--- src/hdl/sce_pkg.sv ---
// shared constants, types and helpers of the sensor coverage evaluator
package sce_pkg;

    // storage sizes
    localparam int MAX_NODES   = 32;
    localparam int MAX_REGIONS = 64;
    localparam int AREA_BITS   = 24;

    // derived widths
    localparam int NODE_IDX_W = (MAX_NODES > 1) ? $clog2(MAX_NODES) : 1;
    localparam int NODE_NUM_W = $clog2(MAX_NODES + 1);
    localparam int REG_IDX_W  = (MAX_REGIONS > 1) ? $clog2(MAX_REGIONS) : 1;
    localparam int REG_NUM_W  = $clog2(MAX_REGIONS + 1);
    localparam int CNT_W      = (NODE_NUM_W > REG_NUM_W) ? NODE_NUM_W : REG_NUM_W;

    // fixed field widths
    localparam int CMD_W      = 2;
    localparam int INDEX_W    = 6;
    localparam int AREA_W     = 24;
    localparam int MASK_W     = 32;
    localparam int COV_W      = 32;
    localparam int NODE_CFG_W = 6;
    localparam int REG_CFG_W  = 7;
    localparam int CFG_IDX_W  = 1;
    localparam int CFG_DATA_W = 7;

    // running sums keep headroom above the 32-bit result range
    localparam int ACC_W = 34;

    // command codes
    localparam logic [CMD_W-1:0] CMD_LOAD_NODE   = 2'd0;
    localparam logic [CMD_W-1:0] CMD_LOAD_REGION = 2'd1;
    localparam logic [CMD_W-1:0] CMD_INIT        = 2'd2;
    localparam logic [CMD_W-1:0] CMD_EVAL        = 2'd3;

    // configuration register indexes
    localparam logic [CFG_IDX_W-1:0] REG_NODE_COUNT   = 1'd0;
    localparam logic [CFG_IDX_W-1:0] REG_REGION_COUNT = 1'd1;

    // controller to datapath commands
    typedef struct packed {
        logic             accept;
        logic             node_rd;
        logic             region_rd;
        logic             clamp;
        logic             finish;
        logic [CNT_W-1:0] addr;
    } t_dp_cmd;

    // datapath to controller status
    typedef struct packed {
        logic [NODE_NUM_W-1:0] node_num;
        logic [REG_NUM_W-1:0]  region_num;
        logic                  out_blocked;
    } t_dp_sts;

    // saturate a running sum to the signed 32-bit range
    function automatic logic signed [COV_W-1:0] sat32(input logic signed [ACC_W-1:0] v);
        logic signed [ACC_W-1:0] hi;
        logic signed [ACC_W-1:0] lo;
        hi = ACC_W'(64'sd2147483647);
        lo = ACC_W'(-64'sd2147483648);
        if (v > hi) begin
            return COV_W'(hi);
        end else if (v < lo) begin
            return COV_W'(lo);
        end else begin
            return COV_W'(v);
        end
    endfunction

endpackage

--- src/hdl/sensor_coverage_evaluator_core.sv ---
// Top level of the sensor coverage evaluator.
// Input channel (i_in_valid / o_in_ready) carries one command beat: load a
// node area, load a region (area and owner mask), start a session with an
// alive mask, or evaluate with sleep and alive masks. Only evaluate returns a
// beat on the output channel (o_out_valid / i_out_ready): partial coverage,
// session total and exclusive area, signed integers.
// The configuration channel (i_cfg_valid / o_cfg_ready) writes node_count
// (index 0) and region_count (index 1); it is always ready. The user must
// write it only while no command is in flight; the block does not enforce this.
// Loads free the input channel in the next cycle. Init and evaluate walk the
// node store one entry per cycle, drain, clamp the partial sum, then walk the
// region store one entry per cycle (counts capped at 32 and 64), drain and
// finish; the input channel stays busy until the finish, and the single read
// port of each store sets the pace of the walks. One command is worked on
// at a time.
// The result sits in an output register; while the receiver stalls the next
// command is still accepted, and an evaluate that finishes meanwhile holds
// in its last step until the register is free.
// Reset clears node areas to zero, the session total to zero, node_count to
// 32 and region_count to 0; region entries hold nothing until loaded.
module sensor_coverage_evaluator_core (
    input  logic                                 i_clk,
    input  logic                                 i_rst_n,
    input  logic                                 i_in_valid,
    output logic                                 o_in_ready,
    input  logic [sce_pkg::CMD_W-1:0]            i_command,
    input  logic [sce_pkg::INDEX_W-1:0]          i_index,
    input  logic [sce_pkg::AREA_W-1:0]           i_area,
    input  logic [sce_pkg::MASK_W-1:0]           i_owner_mask,
    input  logic [sce_pkg::MASK_W-1:0]           i_sleep_mask,
    input  logic [sce_pkg::MASK_W-1:0]           i_alive_mask,
    output logic                                 o_out_valid,
    input  logic                                 i_out_ready,
    output logic signed [sce_pkg::COV_W-1:0]     o_awake_cov,
    output logic signed [sce_pkg::COV_W-1:0]     o_session_cov,
    output logic signed [sce_pkg::COV_W-1:0]     o_solo_area,
    input  logic                                 i_cfg_valid,
    output logic                                 o_cfg_ready,
    input  logic [sce_pkg::CFG_IDX_W-1:0]        i_cfg_index,
    input  logic [sce_pkg::CFG_DATA_W-1:0]       i_cfg_data
);

    sce_pkg::t_dp_cmd s_cmd;
    sce_pkg::t_dp_sts s_sts;

    assign o_cfg_ready = 1'b1;

    // sequencing
    sce_ctrl u_ctrl (
        .i_clk      (i_clk),
        .i_rst_n    (i_rst_n),
        .i_in_valid (i_in_valid),
        .i_command  (i_command),
        .i_sts      (s_sts),
        .o_in_ready (o_in_ready),
        .o_cmd      (s_cmd)
    );

    // stores and arithmetic
    sce_datapath u_datapath (
        .i_clk          (i_clk),
        .i_rst_n        (i_rst_n),
        .i_cmd          (s_cmd),
        .o_sts          (s_sts),
        .i_cfg_valid    (i_cfg_valid),
        .i_cfg_index    (i_cfg_index),
        .i_cfg_data     (i_cfg_data),
        .i_command      (i_command),
        .i_index        (i_index),
        .i_area         (i_area),
        .i_owner_mask   (i_owner_mask),
        .i_sleep_mask   (i_sleep_mask),
        .i_alive_mask   (i_alive_mask),
        .i_out_ready    (i_out_ready),
        .o_out_valid    (o_out_valid),
        .o_awake_cov    (o_awake_cov),
        .o_session_cov  (o_session_cov),
        .o_solo_area    (o_solo_area)
    );

`ifndef SYNTHESIS
    // a load beat frees the input channel again in the next cycle
    a_load_one_cycle: assert property (@(posedge i_clk) disable iff (!i_rst_n)
        (i_in_valid && o_in_ready && (i_command == sce_pkg::CMD_LOAD_NODE ||
                                      i_command == sce_pkg::CMD_LOAD_REGION))
        |=> o_in_ready)
        else $error("load beat did not free the input channel");

    // init and evaluate keep the input channel busy while walking
    a_walk_busy: assert property (@(posedge i_clk) disable iff (!i_rst_n)
        (i_in_valid && o_in_ready && (i_command == sce_pkg::CMD_INIT ||
                                      i_command == sce_pkg::CMD_EVAL))
        |=> !o_in_ready)
        else $error("input accepted during a store walk");

    // a result only appears after the controller finishes an item
    a_result_from_finish: assert property (@(posedge i_clk) disable iff (!i_rst_n)
        $rose(o_out_valid) |-> $past(s_cmd.finish))
        else $error("result beat without a finished evaluate");

    // the session total never goes negative
    a_total_nonneg: assert property (@(posedge i_clk) disable iff (!i_rst_n)
        o_out_valid |-> !o_session_cov[sce_pkg::COV_W-1])
        else $error("negative session total");
`endif

endmodule

--- src/hdl/sce_ctrl.sv ---
// controller: sequences the node walk, clamp, region walk and result hand-off
module sce_ctrl (
    input  logic                               i_clk,
    input  logic                               i_rst_n,
    input  logic                               i_in_valid,
    input  logic [sce_pkg::CMD_W-1:0]          i_command,
    input  sce_pkg::t_dp_sts                   i_sts,
    output logic                               o_in_ready,
    output sce_pkg::t_dp_cmd                   o_cmd
);

    localparam logic [2:0] S_IDLE   = 3'd0;
    localparam logic [2:0] S_NODE   = 3'd1;
    localparam logic [2:0] S_NDRAIN = 3'd2;
    localparam logic [2:0] S_CLAMP  = 3'd3;
    localparam logic [2:0] S_REG    = 3'd4;
    localparam logic [2:0] S_RDRAIN = 3'd5;
    localparam logic [2:0] S_DONE   = 3'd6;

    logic [2:0]                r_state, n_state;
    logic [sce_pkg::CNT_W-1:0] r_cnt, n_cnt;
    logic                      r_is_eval, n_is_eval;
    logic [sce_pkg::CNT_W-1:0] cnt_inc;

    assign cnt_inc    = r_cnt + 1'b1;
    assign o_in_ready = (r_state == S_IDLE);

    // next state and datapath commands
    always_comb begin
        n_state      = r_state;
        n_cnt        = r_cnt;
        n_is_eval    = r_is_eval;
        o_cmd        = '0;
        o_cmd.addr   = r_cnt;
        case (r_state)
            S_IDLE: begin
                o_cmd.accept = i_in_valid;
                if (i_in_valid && (i_command == sce_pkg::CMD_INIT ||
                                   i_command == sce_pkg::CMD_EVAL)) begin
                    n_is_eval = (i_command == sce_pkg::CMD_EVAL);
                    n_cnt     = '0;
                    n_state   = (i_sts.node_num == '0) ? S_NDRAIN : S_NODE;
                end
            end
            S_NODE: begin
                o_cmd.node_rd = 1'b1;
                n_cnt         = cnt_inc;
                if (cnt_inc == sce_pkg::CNT_W'(i_sts.node_num)) begin
                    n_state = S_NDRAIN;
                end
            end
            S_NDRAIN: begin
                n_state = S_CLAMP;
            end
            S_CLAMP: begin
                o_cmd.clamp = 1'b1;
                n_cnt       = '0;
                n_state     = (i_sts.region_num == '0) ? S_RDRAIN : S_REG;
            end
            S_REG: begin
                o_cmd.region_rd = 1'b1;
                n_cnt           = cnt_inc;
                if (cnt_inc == sce_pkg::CNT_W'(i_sts.region_num)) begin
                    n_state = S_RDRAIN;
                end
            end
            S_RDRAIN: begin
                n_state = S_DONE;
            end
            S_DONE: begin
                // an evaluate result waits until the output register is free
                if (!(r_is_eval && i_sts.out_blocked)) begin
                    o_cmd.finish = 1'b1;
                    n_state      = S_IDLE;
                end
            end
            default: begin
                n_state = S_IDLE;
            end
        endcase
    end

    // state registers
    always_ff @(posedge i_clk) begin
        if (!i_rst_n) begin
            r_state   <= S_IDLE;
            r_cnt     <= '0;
            r_is_eval <= 1'b0;
        end else begin
            r_state   <= n_state;
            r_cnt     <= n_cnt;
            r_is_eval <= n_is_eval;
        end
    end

endmodule

--- src/hdl/sce_datapath.sv ---
// datapath: area stores, configuration, running sums and output register
module sce_datapath (
    input  logic                                   i_clk,
    input  logic                                   i_rst_n,
    input  sce_pkg::t_dp_cmd                       i_cmd,
    output sce_pkg::t_dp_sts                       o_sts,
    input  logic                                   i_cfg_valid,
    input  logic [sce_pkg::CFG_IDX_W-1:0]          i_cfg_index,
    input  logic [sce_pkg::CFG_DATA_W-1:0]         i_cfg_data,
    input  logic [sce_pkg::CMD_W-1:0]              i_command,
    input  logic [sce_pkg::INDEX_W-1:0]            i_index,
    input  logic [sce_pkg::AREA_W-1:0]             i_area,
    input  logic [sce_pkg::MASK_W-1:0]             i_owner_mask,
    input  logic [sce_pkg::MASK_W-1:0]             i_sleep_mask,
    input  logic [sce_pkg::MASK_W-1:0]             i_alive_mask,
    input  logic                                   i_out_ready,
    output logic                                   o_out_valid,
    output logic signed [sce_pkg::COV_W-1:0]       o_awake_cov,
    output logic signed [sce_pkg::COV_W-1:0]       o_session_cov,
    output logic signed [sce_pkg::COV_W-1:0]       o_solo_area
);

    // configuration registers
    logic [sce_pkg::NODE_CFG_W-1:0] r_node_count;
    logic [sce_pkg::REG_CFG_W-1:0]  r_region_count;

    // node and region stores
    logic [sce_pkg::AREA_BITS-1:0] r_node_mem [sce_pkg::MAX_NODES];
    logic [sce_pkg::MAX_NODES-1:0] r_node_vld;
    logic [sce_pkg::AREA_BITS-1:0] r_reg_area [sce_pkg::MAX_REGIONS];
    logic [sce_pkg::MASK_W-1:0]    r_reg_own  [sce_pkg::MAX_REGIONS];

    // read stage
    logic [sce_pkg::AREA_BITS-1:0] r_node_rd;
    logic                          r_node_take;
    logic [sce_pkg::AREA_BITS-1:0] r_ra_rd;
    logic [sce_pkg::MASK_W-1:0]    r_ro_rd;
    logic                          r_reg_pend;

    // per-item context and sums
    logic                             r_is_eval;
    logic [sce_pkg::MASK_W-1:0]       r_sleep;
    logic [sce_pkg::MASK_W-1:0]       r_alive;
    logic signed [sce_pkg::ACC_W-1:0] r_part;
    logic signed [sce_pkg::ACC_W-1:0] r_excl;
    logic signed [sce_pkg::COV_W-1:0] r_session;

    // output register
    logic                             r_out_vld;
    logic signed [sce_pkg::COV_W-1:0] r_out_part;
    logic signed [sce_pkg::COV_W-1:0] r_out_total;
    logic signed [sce_pkg::COV_W-1:0] r_out_excl;

    logic [sce_pkg::NODE_NUM_W-1:0] node_num;
    logic [sce_pkg::REG_NUM_W-1:0]  region_num;
    logic [sce_pkg::MASK_W-1:0]     inuse;
    logic [sce_pkg::NODE_IDX_W-1:0] node_wr_addr;
    logic [sce_pkg::NODE_IDX_W-1:0] node_rd_addr;
    logic [sce_pkg::REG_IDX_W-1:0]  reg_wr_addr;
    logic [sce_pkg::REG_IDX_W-1:0]  reg_rd_addr;
    logic                           wr_node;
    logic                           wr_region;
    logic                           start;
    logic [sce_pkg::MASK_W-1:0]     sleep_sh;
    logic [sce_pkg::MASK_W-1:0]     alive_sh;
    logic                           node_take;
    logic [sce_pkg::MASK_W-1:0]     own;
    logic [sce_pkg::MASK_W-1:0]     own_live;
    logic [sce_pkg::MASK_W-1:0]     awake_live;
    logic                           one_awake;
    logic signed [sce_pkg::ACC_W-1:0] node_ext;
    logic signed [sce_pkg::ACC_W-1:0] reg_ext;

    // counts in force, limited to the store sizes
    always_comb begin
        if (int'(r_node_count) > sce_pkg::MAX_NODES) begin
            node_num = sce_pkg::NODE_NUM_W'(sce_pkg::MAX_NODES);
        end else begin
            node_num = sce_pkg::NODE_NUM_W'(r_node_count);
        end
        if (int'(r_region_count) > sce_pkg::MAX_REGIONS) begin
            region_num = sce_pkg::REG_NUM_W'(sce_pkg::MAX_REGIONS);
        end else begin
            region_num = sce_pkg::REG_NUM_W'(r_region_count);
        end
    end

    // owner bits of nodes in use
    always_comb begin
        for (int j = 0; j < sce_pkg::MASK_W; j++) begin
            inuse[j] = (j < int'(node_num));
        end
    end

    assign o_sts.node_num    = node_num;
    assign o_sts.region_num  = region_num;
    assign o_sts.out_blocked = r_out_vld && !i_out_ready;

    // load decode
    assign node_wr_addr = sce_pkg::NODE_IDX_W'(i_index);
    assign reg_wr_addr  = sce_pkg::REG_IDX_W'(i_index);
    assign node_rd_addr = i_cmd.addr[sce_pkg::NODE_IDX_W-1:0];
    assign reg_rd_addr  = i_cmd.addr[sce_pkg::REG_IDX_W-1:0];
    assign wr_node   = i_cmd.accept && (i_command == sce_pkg::CMD_LOAD_NODE) &&
                       (int'(i_index) < sce_pkg::MAX_NODES);
    assign wr_region = i_cmd.accept && (i_command == sce_pkg::CMD_LOAD_REGION) &&
                       (int'(i_index) < sce_pkg::MAX_REGIONS);
    assign start     = i_cmd.accept && (i_command == sce_pkg::CMD_INIT ||
                                        i_command == sce_pkg::CMD_EVAL);

    // mask bit of the node being read; nodes past the mask width read as clear
    assign sleep_sh  = r_sleep >> i_cmd.addr;
    assign alive_sh  = r_alive >> i_cmd.addr;
    assign node_take = r_is_eval ? (sleep_sh[0] && alive_sh[0]) : alive_sh[0];

    // region classification on the registered read data
    assign own        = r_ro_rd & inuse;
    assign own_live   = own & r_alive;
    assign awake_live = own_live & ~r_sleep;
    assign one_awake  = (awake_live != '0) &&
                        ((awake_live & (awake_live - 1'b1)) == '0);

    assign node_ext = signed'(sce_pkg::ACC_W'(r_node_rd));
    assign reg_ext  = signed'(sce_pkg::ACC_W'(r_ra_rd));

    // configuration writes
    always_ff @(posedge i_clk) begin
        if (!i_rst_n) begin
            r_node_count   <= sce_pkg::NODE_CFG_W'(32);
            r_region_count <= '0;
        end else if (i_cfg_valid) begin
            case (i_cfg_index)
                sce_pkg::REG_NODE_COUNT: begin
                    r_node_count <= i_cfg_data[sce_pkg::NODE_CFG_W-1:0];
                end
                sce_pkg::REG_REGION_COUNT: begin
                    r_region_count <= i_cfg_data[sce_pkg::REG_CFG_W-1:0];
                end
                default: begin
                end
            endcase
        end
    end

    // node area store with registered read
    always_ff @(posedge i_clk) begin
        if (wr_node) begin
            r_node_mem[node_wr_addr] <= sce_pkg::AREA_BITS'(i_area);
        end
        if (i_cmd.node_rd) begin
            r_node_rd <= r_node_mem[node_rd_addr];
        end
    end

    // node valid bits: an unwritten node reads as zero area
    always_ff @(posedge i_clk) begin
        if (!i_rst_n) begin
            r_node_vld  <= '0;
            r_node_take <= 1'b0;
        end else begin
            if (wr_node) begin
                r_node_vld[node_wr_addr] <= 1'b1;
            end
            r_node_take <= i_cmd.node_rd && node_take && r_node_vld[node_rd_addr];
        end
    end

    // region store with registered read
    always_ff @(posedge i_clk) begin
        if (wr_region) begin
            r_reg_area[reg_wr_addr] <= sce_pkg::AREA_BITS'(i_area);
            r_reg_own[reg_wr_addr]  <= i_owner_mask;
        end
        if (i_cmd.region_rd) begin
            r_ra_rd <= r_reg_area[reg_rd_addr];
            r_ro_rd <= r_reg_own[reg_rd_addr];
        end
    end

    // item context
    always_ff @(posedge i_clk) begin
        if (!i_rst_n) begin
            r_is_eval  <= 1'b0;
            r_reg_pend <= 1'b0;
        end else begin
            if (start) begin
                r_is_eval <= (i_command == sce_pkg::CMD_EVAL);
            end
            r_reg_pend <= i_cmd.region_rd;
        end
    end

    always_ff @(posedge i_clk) begin
        if (start) begin
            r_sleep <= i_sleep_mask;
            r_alive <= i_alive_mask;
        end
    end

    // running sums
    always_ff @(posedge i_clk) begin
        if (start) begin
            r_part <= (i_command == sce_pkg::CMD_EVAL) ? sce_pkg::ACC_W'(r_session) : '0;
            r_excl <= '0;
        end else if (r_node_take) begin
            r_part <= r_is_eval ? (r_part - node_ext) : (r_part + node_ext);
        end else if (i_cmd.clamp) begin
            if (r_part < 0) begin
                r_part <= '0;
                r_excl <= '0;
            end else begin
                r_excl <= r_part;
            end
        end else if (r_reg_pend) begin
            if (r_is_eval) begin
                if (awake_live == '0 && own_live != '0) begin
                    r_part <= r_part - reg_ext;
                end
                if (one_awake) begin
                    r_excl <= r_excl + reg_ext;
                end
            end else if (own_live != '0) begin
                r_part <= r_part + reg_ext;
            end
        end
    end

    // session total
    always_ff @(posedge i_clk) begin
        if (!i_rst_n) begin
            r_session <= '0;
        end else if (i_cmd.finish && !r_is_eval) begin
            r_session <= sce_pkg::sat32(r_part);
        end
    end

    // output register
    always_ff @(posedge i_clk) begin
        if (!i_rst_n) begin
            r_out_vld <= 1'b0;
        end else if (i_cmd.finish && r_is_eval) begin
            r_out_vld <= 1'b1;
        end else if (i_out_ready) begin
            r_out_vld <= 1'b0;
        end
    end

    always_ff @(posedge i_clk) begin
        if (i_cmd.finish && r_is_eval) begin
            r_out_part  <= sce_pkg::sat32(r_part);
            r_out_total <= r_session;
            r_out_excl  <= sce_pkg::sat32(r_excl);
        end
    end

    assign o_out_valid   = r_out_vld;
    assign o_awake_cov   = r_out_part;
    assign o_session_cov = r_out_total;
    assign o_solo_area   = r_out_excl;

endmodule

--- config.mk ---
export PLATFORM = sky130hd
export DESIGN_NAME = sensor_coverage_evaluator_core
export DESIGN_NICKNAME = d
export VERILOG_FILES = /design/src/hdl/sce_pkg.sv /design/src/hdl/sensor_coverage_evaluator_core.sv /design/src/hdl/sce_ctrl.sv /design/src/hdl/sce_datapath.sv
export SDC_FILE = /design/constraint.sdc
export NUM_CORES = 2
export LEC_CHECK = 0
export BUFFER_PORTS_ARGS = -buffer_cell sky130_fd_sc_hd__buf_2
export CAP_MARGIN = 10
export CORE_ASPECT_RATIO = 0.75
export CORE_MARGIN = 8
export CORE_UTILIZATION = 57
export DETAILED_ROUTE_END_ITERATION = 12
export PLACE_DENSITY = 0.81
export SLEW_MARGIN = 20
export SYNTH_ARGS = -nofsm -noshare
export SYNTH_HDL_FRONTEND = slang
export SYNTH_HIERARCHICAL = 1
export SYNTH_MEMORY_MAX_BITS = 65536
export SYNTH_SLANG_ARGS = --single-unit
--- constraint.sdc ---
create_clock -name i_clk -period 4.65 [get_ports i_clk]
set_clock_uncertainty 0.1 [all_clocks]
set_input_delay 0.6975 -clock i_clk [delete_from_list [all_inputs] [get_ports i_clk]]
set_output_delay 0.6975 -clock i_clk [all_outputs]
set_load 0.005 [all_outputs]
# Word level (Yosys, flattened, before mapping)
# Memory sizes are Yosys's and may differ from the RTL's. A register that Yosys moved wholly into a read port is not among the register bits.
# Index checks and enable logic that the tools add are counted.
op_classes:
  n_mux: 45
  eq_ne: 16
  reduce_logical: 41
  addsub: 7
  n_lt_le_gt_ge: 43
  n_shift: 2
  n_bitwise: 8
ops:
  columns: ["op", "n"]
  rows:
  - ["34-bit two-way mux", 14]
  - ["32-bit AND", 4]
  - ["34-bit by 25-bit adder with 34-bit output", 3]
  - ["5-bit by 6-bit < comparator with 1-bit output, first input constant", 16]
  - ["32-bit two-way mux", 3]
  - ["34-bit by 32-bit > comparator with 1-bit output, second input constant", 2]
  - ["34-bit by 32-bit < comparator with 1-bit output, second input constant", 2]
  - ["34-bit by 25-bit subtractor with 34-bit output", 2]
  - ["32-bit logical NOT", 2]
  - ["32-bit nonzero test", 2]
  - ["32-bit by 7-bit >> shifter with 1-bit output", 2]
  - ["4-bit by 6-bit < comparator with 1-bit output, first input constant", 8]
  - ["34-bit by 1-bit < comparator with 1-bit output, second input constant", 1]
  - ["32-bit NOT", 1]
  - ["32-bit OR", 1]
  - ["32-bit by 1-bit subtractor with 32-bit output, second input constant", 1]
  - ["3-bit by 6-bit < comparator with 1-bit output, first input constant", 4]
  - ["3-bit case mux with 7 select lines", 1]
  - ["7-bit case mux with 3 select lines", 1]
  - ["1-bit two-way mux", 16]
  - ["1-bit logical AND", 15]
  - ["7-bit two-way mux", 2]
  - ["1-bit by 6-bit < comparator with 1-bit output, first input constant", 2]
  - ["2-bit by 6-bit < comparator with 1-bit output, first input constant", 2]
  - ["36 further kinds", 55]
word_totals:
  wordCells: 183
  register_bits: 320
  n_memories: 3
  in_bits: 141
  ramBits: 4352
  output_inout_bits: 99
mem_list:
  columns: ["name", "words", "width", "rd", "rd_clocked_by_memory_dff", "wr", "line_no", "text"]
  rows:
  - ["u_datapath.r_reg_own", 64, 32, 1, 1, 1, "sce_datapath.sv:31", "logic [sce_pkg::MASK_W-1:0] r_reg_own [sce_pkg::MAX_REGIONS];"]
  - ["u_datapath.r_reg_area", 64, 24, 1, 1, 1, "sce_datapath.sv:30", "logic [sce_pkg::AREA_BITS-1:0] r_reg_area [sce_pkg::MAX_REGIONS];"]
  - ["u_datapath.r_node_mem", 32, 24, 1, 1, 1, "sce_datapath.sv:28", "logic [sce_pkg::AREA_BITS-1:0] r_node_mem [sce_pkg::MAX_NODES];"]

# Depth between registers and ports, before layout
logic_depth:
  ltp_word: 14
  mapped_depth: 22
  ltp_nobuf: 22

# Hierarchy
# The synthesis kept the hierarchy.
by_module_without_submodules:
  columns: ["mod", "n_inst", "area_per_inst_um2", "cells_each"]
  rows:
  - ["sce_datapath", 1, 185992.1, 8394]
  - ["sce_ctrl", 1, 1079.8, 137]
  - ["sensor_coverage_evaluator_core", 1, 11.3, 2]

# Least setup slack after synthesis
# OpenSTA, ideal clock, no wires.
synth_timing:
  path_type: "flip-flop to flip-flop"
  start: "register u_datapath/r_ra_rd[2] (netlist name), read port of u_datapath.r_reg_area"
  end: "register u_datapath/r_part[33] (netlist name) (data pin)"
  required_ns: 4.283
  path_buffers: 0
  arrival_time_ns: 4.356
  setup_slack_ns: -0.073
  setup_time_ns: 0.267
  stages_incl_launch_ff: 19
  path_cell_list: "edfxtp_1 -> nor2_1 -> nor4b_1 -> nor3b_1 -> nor2b_1 -> a21oi_1 -> xnor2_1 -> ha_1 -> a21o_1 -> a221o_1 -> a21oi_1 -> o211a_1 -> o221ai_1 -> o41ai_1 -> o2111ai_1 -> a2111oi_0 -> o21ai_0 -> a31oi_1 -> o31ai_1"
synth_between:
  elab_chain_len: 7
  elab_cells_between_ends: 9
synth_rtl:
  columns: ["item", "line_no", "text"]
  rows:
  - ["from (decl)", "sce_datapath.sv:36", "logic [sce_pkg::AREA_BITS-1:0] r_ra_rd;"]
  - ["34-bit by 25-bit adder with 34-bit output / 34-bit by 25-bit subtractor with 34-bit output (equally long branches)", "sce_datapath.sv:223, sce_datapath.sv:217", null]
  - ["34-bit two-way mux, on equally long branches", "sce_datapath.sv:222, sce_datapath.sv:216", null]
  - ["34-bit two-way mux (*)", "sce_datapath.sv:215", "if (r_is_eval) begin"]
  - ["34-bit two-way mux (*)", "sce_datapath.sv:214", "end else if (r_reg_pend) begin"]
  - ["34-bit two-way mux (*)", "sce_datapath.sv:207", "end else if (i_cmd.clamp) begin"]
  - ["34-bit two-way mux (*)", "sce_datapath.sv:205", "end else if (r_node_take) begin"]
  - ["34-bit two-way mux (*)", "sce_datapath.sv:202", "if (start) begin"]
  - ["to (signal assigned)", "sce_datapath.sv:203", "r_part <= (i_command == sce_pkg::CMD_EVAL) ? sce_pkg::ACC_W'(r_session) : '0;"]
  - ["to (signal assigned)", "sce_datapath.sv:206", "r_part <= r_is_eval ? (r_part - node_ext) : (r_part + node_ext);"]
  - ["to (signal assigned)", "sce_datapath.sv:217", "r_part <= r_part - reg_ext;"]
  - ["to (decl)", "sce_datapath.sv:44", "logic signed [sce_pkg::ACC_W-1:0] r_part;"]
# Every way passes the cells marked *; elsewhere a longest branch is shown, timed or not. The select of a mux whose other input is x is not followed.
# A chain may end at the register's enable or synchronous reset.

# Worst setup path after layout
layout_timing:
  start: "register u_datapath/r_ra_rd[2] (netlist name), read port of u_datapath.r_reg_area"
  end: "register u_datapath/r_part[31] (netlist name) (data pin)"
# The elaborated chain is that of the path after synthesis.

==> flow_summary_export.csv <==
group,metric,value,unit
run_status,outcome,"complete, but fails checks",
run_status,failed_checks,"setup timing",
power_and_ir_drop,ir_worst_vdd,0.3808,mV
critical_path,rr_endpoint,"u_datapath/r_part[31]$_DFFE_PP_",
timing,post-route-period-util,1.025,
critical_path,arrival,5350,ps
clock_network,clkTransAtPathRegs,70,ps
placement,dpl.hpwl,308500,um
detailed_routing,drtIter0Drc,19760,
floorplan,top_level_ports,240,
floorplan,core,0.3272,mm^2
timing,hold_viol_final,0,
critical_path,cp-start-kind,"flip-flop",
clock_network,numCtsBuffers,419,
timing,setup_violations,4,
critical_path,crit_path_max_fanout,5,
logic_synthesis,ys_async_sr_fraction,0,
timing,slew_headroom,0.1670,
floorplan,chipHeight,512.1,um
clock_network,clock_latency,990,ps
logic_synthesis,yosys_warnings,6,
global_route,grt_usage,0.3460,
timing,min_period,4767,ps
global_route,grt_overflow,0,
timing,setup_ws,-117.3,ps
finish,fill_cells,19440,
timing,grt_setup_unrepaired,"yes",
detailed_routing,dr.pass1.iters,7,
critical_path,ff2ff_setup_slack,-120,ps
detailed_routing,drt-total-wl,613800,um
detailed_routing,route.vias.total,105500,
critical_path,ff2ff_path_depth,27,
detailed_routing,via_per_inst,7.505,
placement,post-place-ws,-565.3,ps
floorplan,rows,182,
timing,max_freq,209.8,MHz
placement,gp_congestion,0.9529,
critical_path,crit_cells,27,
critical_path,cp_data_required_time,5240,ps
finish,syn_to_final_growth,13.98,%
critical_path,slowest_delay,440,ps
global_route,grt_antenna_before_repair,66,
detailed_routing,route.detailed.drc,0,
finish,fin_util,0.6516,
critical_path,startpoint,"u_datapath/r_ra_rd[2]$_DFFE_PP_",
logic_synthesis,yosysSeqAreaShare,0.7560,
critical_path,endpoint,"u_datapath/r_part[31]$_DFFE_PP_",
power_and_ir_drop,leakage,65.54,nW
logic_synthesis,synth_top_cell_area_share,0.7425,
logic_synthesis,yosysTopAreaCell,"edfxtp_1",
global_route,grt_pass1_vias,103200,
placement,portBuffers,238,
logic_synthesis,yosys_register_bits,4752,
logic_synthesis,ys.flop_type,"edfxtp_1",
floorplan,die-area,0.3470,mm^2
detailed_routing,antenna_left,0,
logic_synthesis,synthesis.nets,8770,
logic_synthesis,syn_area_per_cell,21.92,um^2
floorplan,initial_core_util,0.5717,
global_route,grt_pass1_wl,835200,um
logic_synthesis,syn-cell-area,0.1871,mm^2
timing,hold_slack,77.14,ps
clock_network,cts_num_sinks,4752,
logic_synthesis,synth_area_leaders,"edfxtp_1 (74%), mux4_2 (17%), dfxtp_1 (1.3%), nor2_1 (0.71%), ha_1 (0.62%)",
floorplan,die_w,677.5,um
clock_network,htreeDepth,5,
clock_network,cts.path.max_buffers,4,
critical_path,path_buf_inv,10,
power_and_ir_drop,p_per_area,507.0,mW/mm^2
finish,drive_above_1_share,0.3132,
detailed_routing,wire_per_inst,43.67,um
critical_path,critical_path.endpoint_type,"flip-flop",
run,cap_violations,0,
clock_network,clockRootBuffer,"clkbuf_16",
global_route,grt_max_degree,114,
power_and_ir_drop,finalPower,108.1,mW
critical_path,cp_common_cell,"buf_4",
min_path,hold_path_class,"input pin to flip-flop",
critical_path,critical_path.reg2reg.startpoint,"u_datapath/r_ra_rd[2]$_DFFE_PP_",
clock_network,cts_tree,"done",
finish,nNetsFinal,9578,
logic_synthesis,synthTopCellsByCount,"edfxtp_1 (4626), mux4_2 (1426), nor2_1 (353)",
logic_synthesis,synth_cells,8533,
logic_synthesis,synth-edff-count,4626,
critical_path,worst_path_max_delay_cell,"edfxtp_1",
logic_synthesis,synth.most_common_cell,"edfxtp_1",
critical_path,cp_top_family,"buffers and inverters",
critical_path,path_class,"flip-flop to flip-flop",
timing,slew_viol_final,0,
logic_synthesis,synth_cell_type_count,91,
timing,worstMarginPinSlew,1245,ps
==> power by group <==
group	internal (mW)	leakage (nW)	switching, mW	total, mW
registers	48.0	42.6	1.10	49.1
logic	10.7	16.3	12.2	23.0
clock network	19.7	6.68	16.4	36.1
==> kinds of logic (layout without fill, tap and decap cells) <==
kind of cell / Yosys count / in the layout / synth area share
other cells: 1 / 51 / 0.00002004
flops: 4752 / 4752 / 0.7560
buf+inv: 495 / 1643 / 0.01051
compound gates: 657 / 657 / 0.02365
mux: 1464 / 1464 / 0.1739
xor+xnor: 135 / 135 / 0.006320
simple gates: 930 / 930 / 0.02293
fa+ha+maj: 99 / 99 / 0.006701
==> worst min-delay path by stage <==
stage                     depth (start not counted)                                     end                                  start
after floorplan                                   0   u_datapath/o_session_cov[0]$_DFFE_PP_   u_datapath/r_session[0]$_SDFFE_PN0P_
after CTS                                         4           u_ctrl/r_is_eval$_SDFFE_PN0P_                             i_in_valid
after detailed placement                          0  u_datapath/o_session_cov[16]$_DFFE_PP_  u_datapath/r_session[16]$_SDFFE_PN0P_
final                                             4           u_ctrl/r_is_eval$_SDFFE_PN0P_                             i_in_valid
after global routing                              1  u_datapath/r_reg_own[27][25]$_DFFE_PP_                       i_owner_mask[25]
after global placement                            1   u_datapath/r_node_vld[4]$_SDFFE_PN0P_  u_datapath/r_node_vld[4]$_SDFFE_PN0P_
==> worst reg2reg max path, cell delays in order, from the launching register on <==
cell and delay (ps):
edfxtp_1 440, nor2_2 200, buf_4 160, nand2_4 60
nor3_4 190, buf_4 150, buf_4 100, buf_4 90
buf_4 90, buf_4 90, buf_4 90, buf_4 100
nor2_2 30, xnor2_1 180, ha_1 320, nand2_1 110
nor2_2 50, o211a_1 160, nor4_2 230, buf_4 190
o221ai_4 120, o41ai_4 290, o2111ai_2 240, buf_4 190
a21oi_2 140, xor2_1 150, o211ai_1 100, a21boi_1 160
==> layout make-up <==
type | instances | area (um^2) | area share
clock inverter | 267 | 2698 | 0.01265
inverter | 56 | 215.2 | 0.001009
clock buffer | 494 | 10960 | 0.05138
timing repair buffer | 826 | 7629 | 0.03577
multi-input combinational | 3286 | 44750 | 0.2098
antenna | 50 | 125.1 | 0.0005868
tap | 4324 | 5410 | 0.02537
sequential | 4752 | 141500 | 0.6634
==> repair_timing <==
| item | CTS | global route |
|---|---|---|
| hold endpoints to repair | 87 | 0 |
| hold buffers | 77 | 0 |
| endpoints found under the setup margin | 9 | 16 |
| gates resized for setup | 35 | 71 |
| pin swaps | 21 | 28 |
| gates cloned | 0 | 0 |
| setup buffers | 13 | 17 |
==> stage by stage <==
step	instance area, um^2	cells	TNS (ps)
after floorplan	187100	8533	0
after global placement	197900	13140	-2689
after detailed placement	198000	13140	-2572
after CTS	212600	13990	0
after global routing	213200	14020	-1323
final	213200	14060	-309.7
==> registers in the layout, indices dropped and copies added, names as in the netlist, 7 cells and up <==
signal / flops
u_datapath/r_reg_own: 2048
u_datapath/r_reg_area: 1536
u_datapath/r_node_mem: 768
u_datapath/r_excl: 34
u_datapath/r_part: 34
u_datapath/o_awake_cov: 32
u_datapath/o_session_cov: 32
u_datapath/o_solo_area: 32
u_datapath/r_alive: 32
u_datapath/r_node_vld: 32
u_datapath/r_ro_rd: 32
u_datapath/r_session: 32
u_datapath/r_sleep: 32
u_datapath/r_node_rd: 24
u_datapath/r_ra_rd: 24
u_ctrl/r_cnt: 7
u_datapath/r_region_count: 7
==> layout by cell type, fill, tap and decap left out, types with 16 or more instances in the layout <==
master	Yosys	layout
buf_2	24	230
clkbuf_1	301	65
nand2b_1	27	26
a21o_1	31	31
bufinv_16	0	50
dfxtp_1	126	119
buf_4	5	370
xnor2_1	109	108
diode_2	0	50
a31oi_1	18	18
mux2_2	25	25
nor2_2	0	43
nand2_1	252	247
clkbuf_16	0	427
o21a_1	58	58
xor2_1	26	26
nand3_1	69	69
a211oi_1	25	23
inv_1	54	52
mux4_2	1426	1426
o211ai_1	37	37
a21oi_1	152	138
buf_12	1	141
clkinv_1	2	75
edfxtp_1	4626	4626
clkinv_2	0	99
o211a_1	16	16
o31ai_1	43	41
clkinvlp_4	0	24
and2_1	48	46
o21ai_0	128	119
nor2b_1	48	46
nor2_4	0	68
nor3_1	38	35
dlygate4sd3_1	0	77
nor2_1	353	242
ha_1	93	90
==> metal layers <==
metal | track usage | share of wire | up-vias
met3 | 0.1234 | 0.16 | 2603
met4 | 0.2087 | 0.078 | 68
met1 | 0.4322 | 0.31 | 53690
li1 | - | - | 37690
met5 | 0.0009621 | 0.00091 | -
met2 | 0.5241 | 0.45 | 11440
No activity file was read; power rests on OpenSTA's default activity.
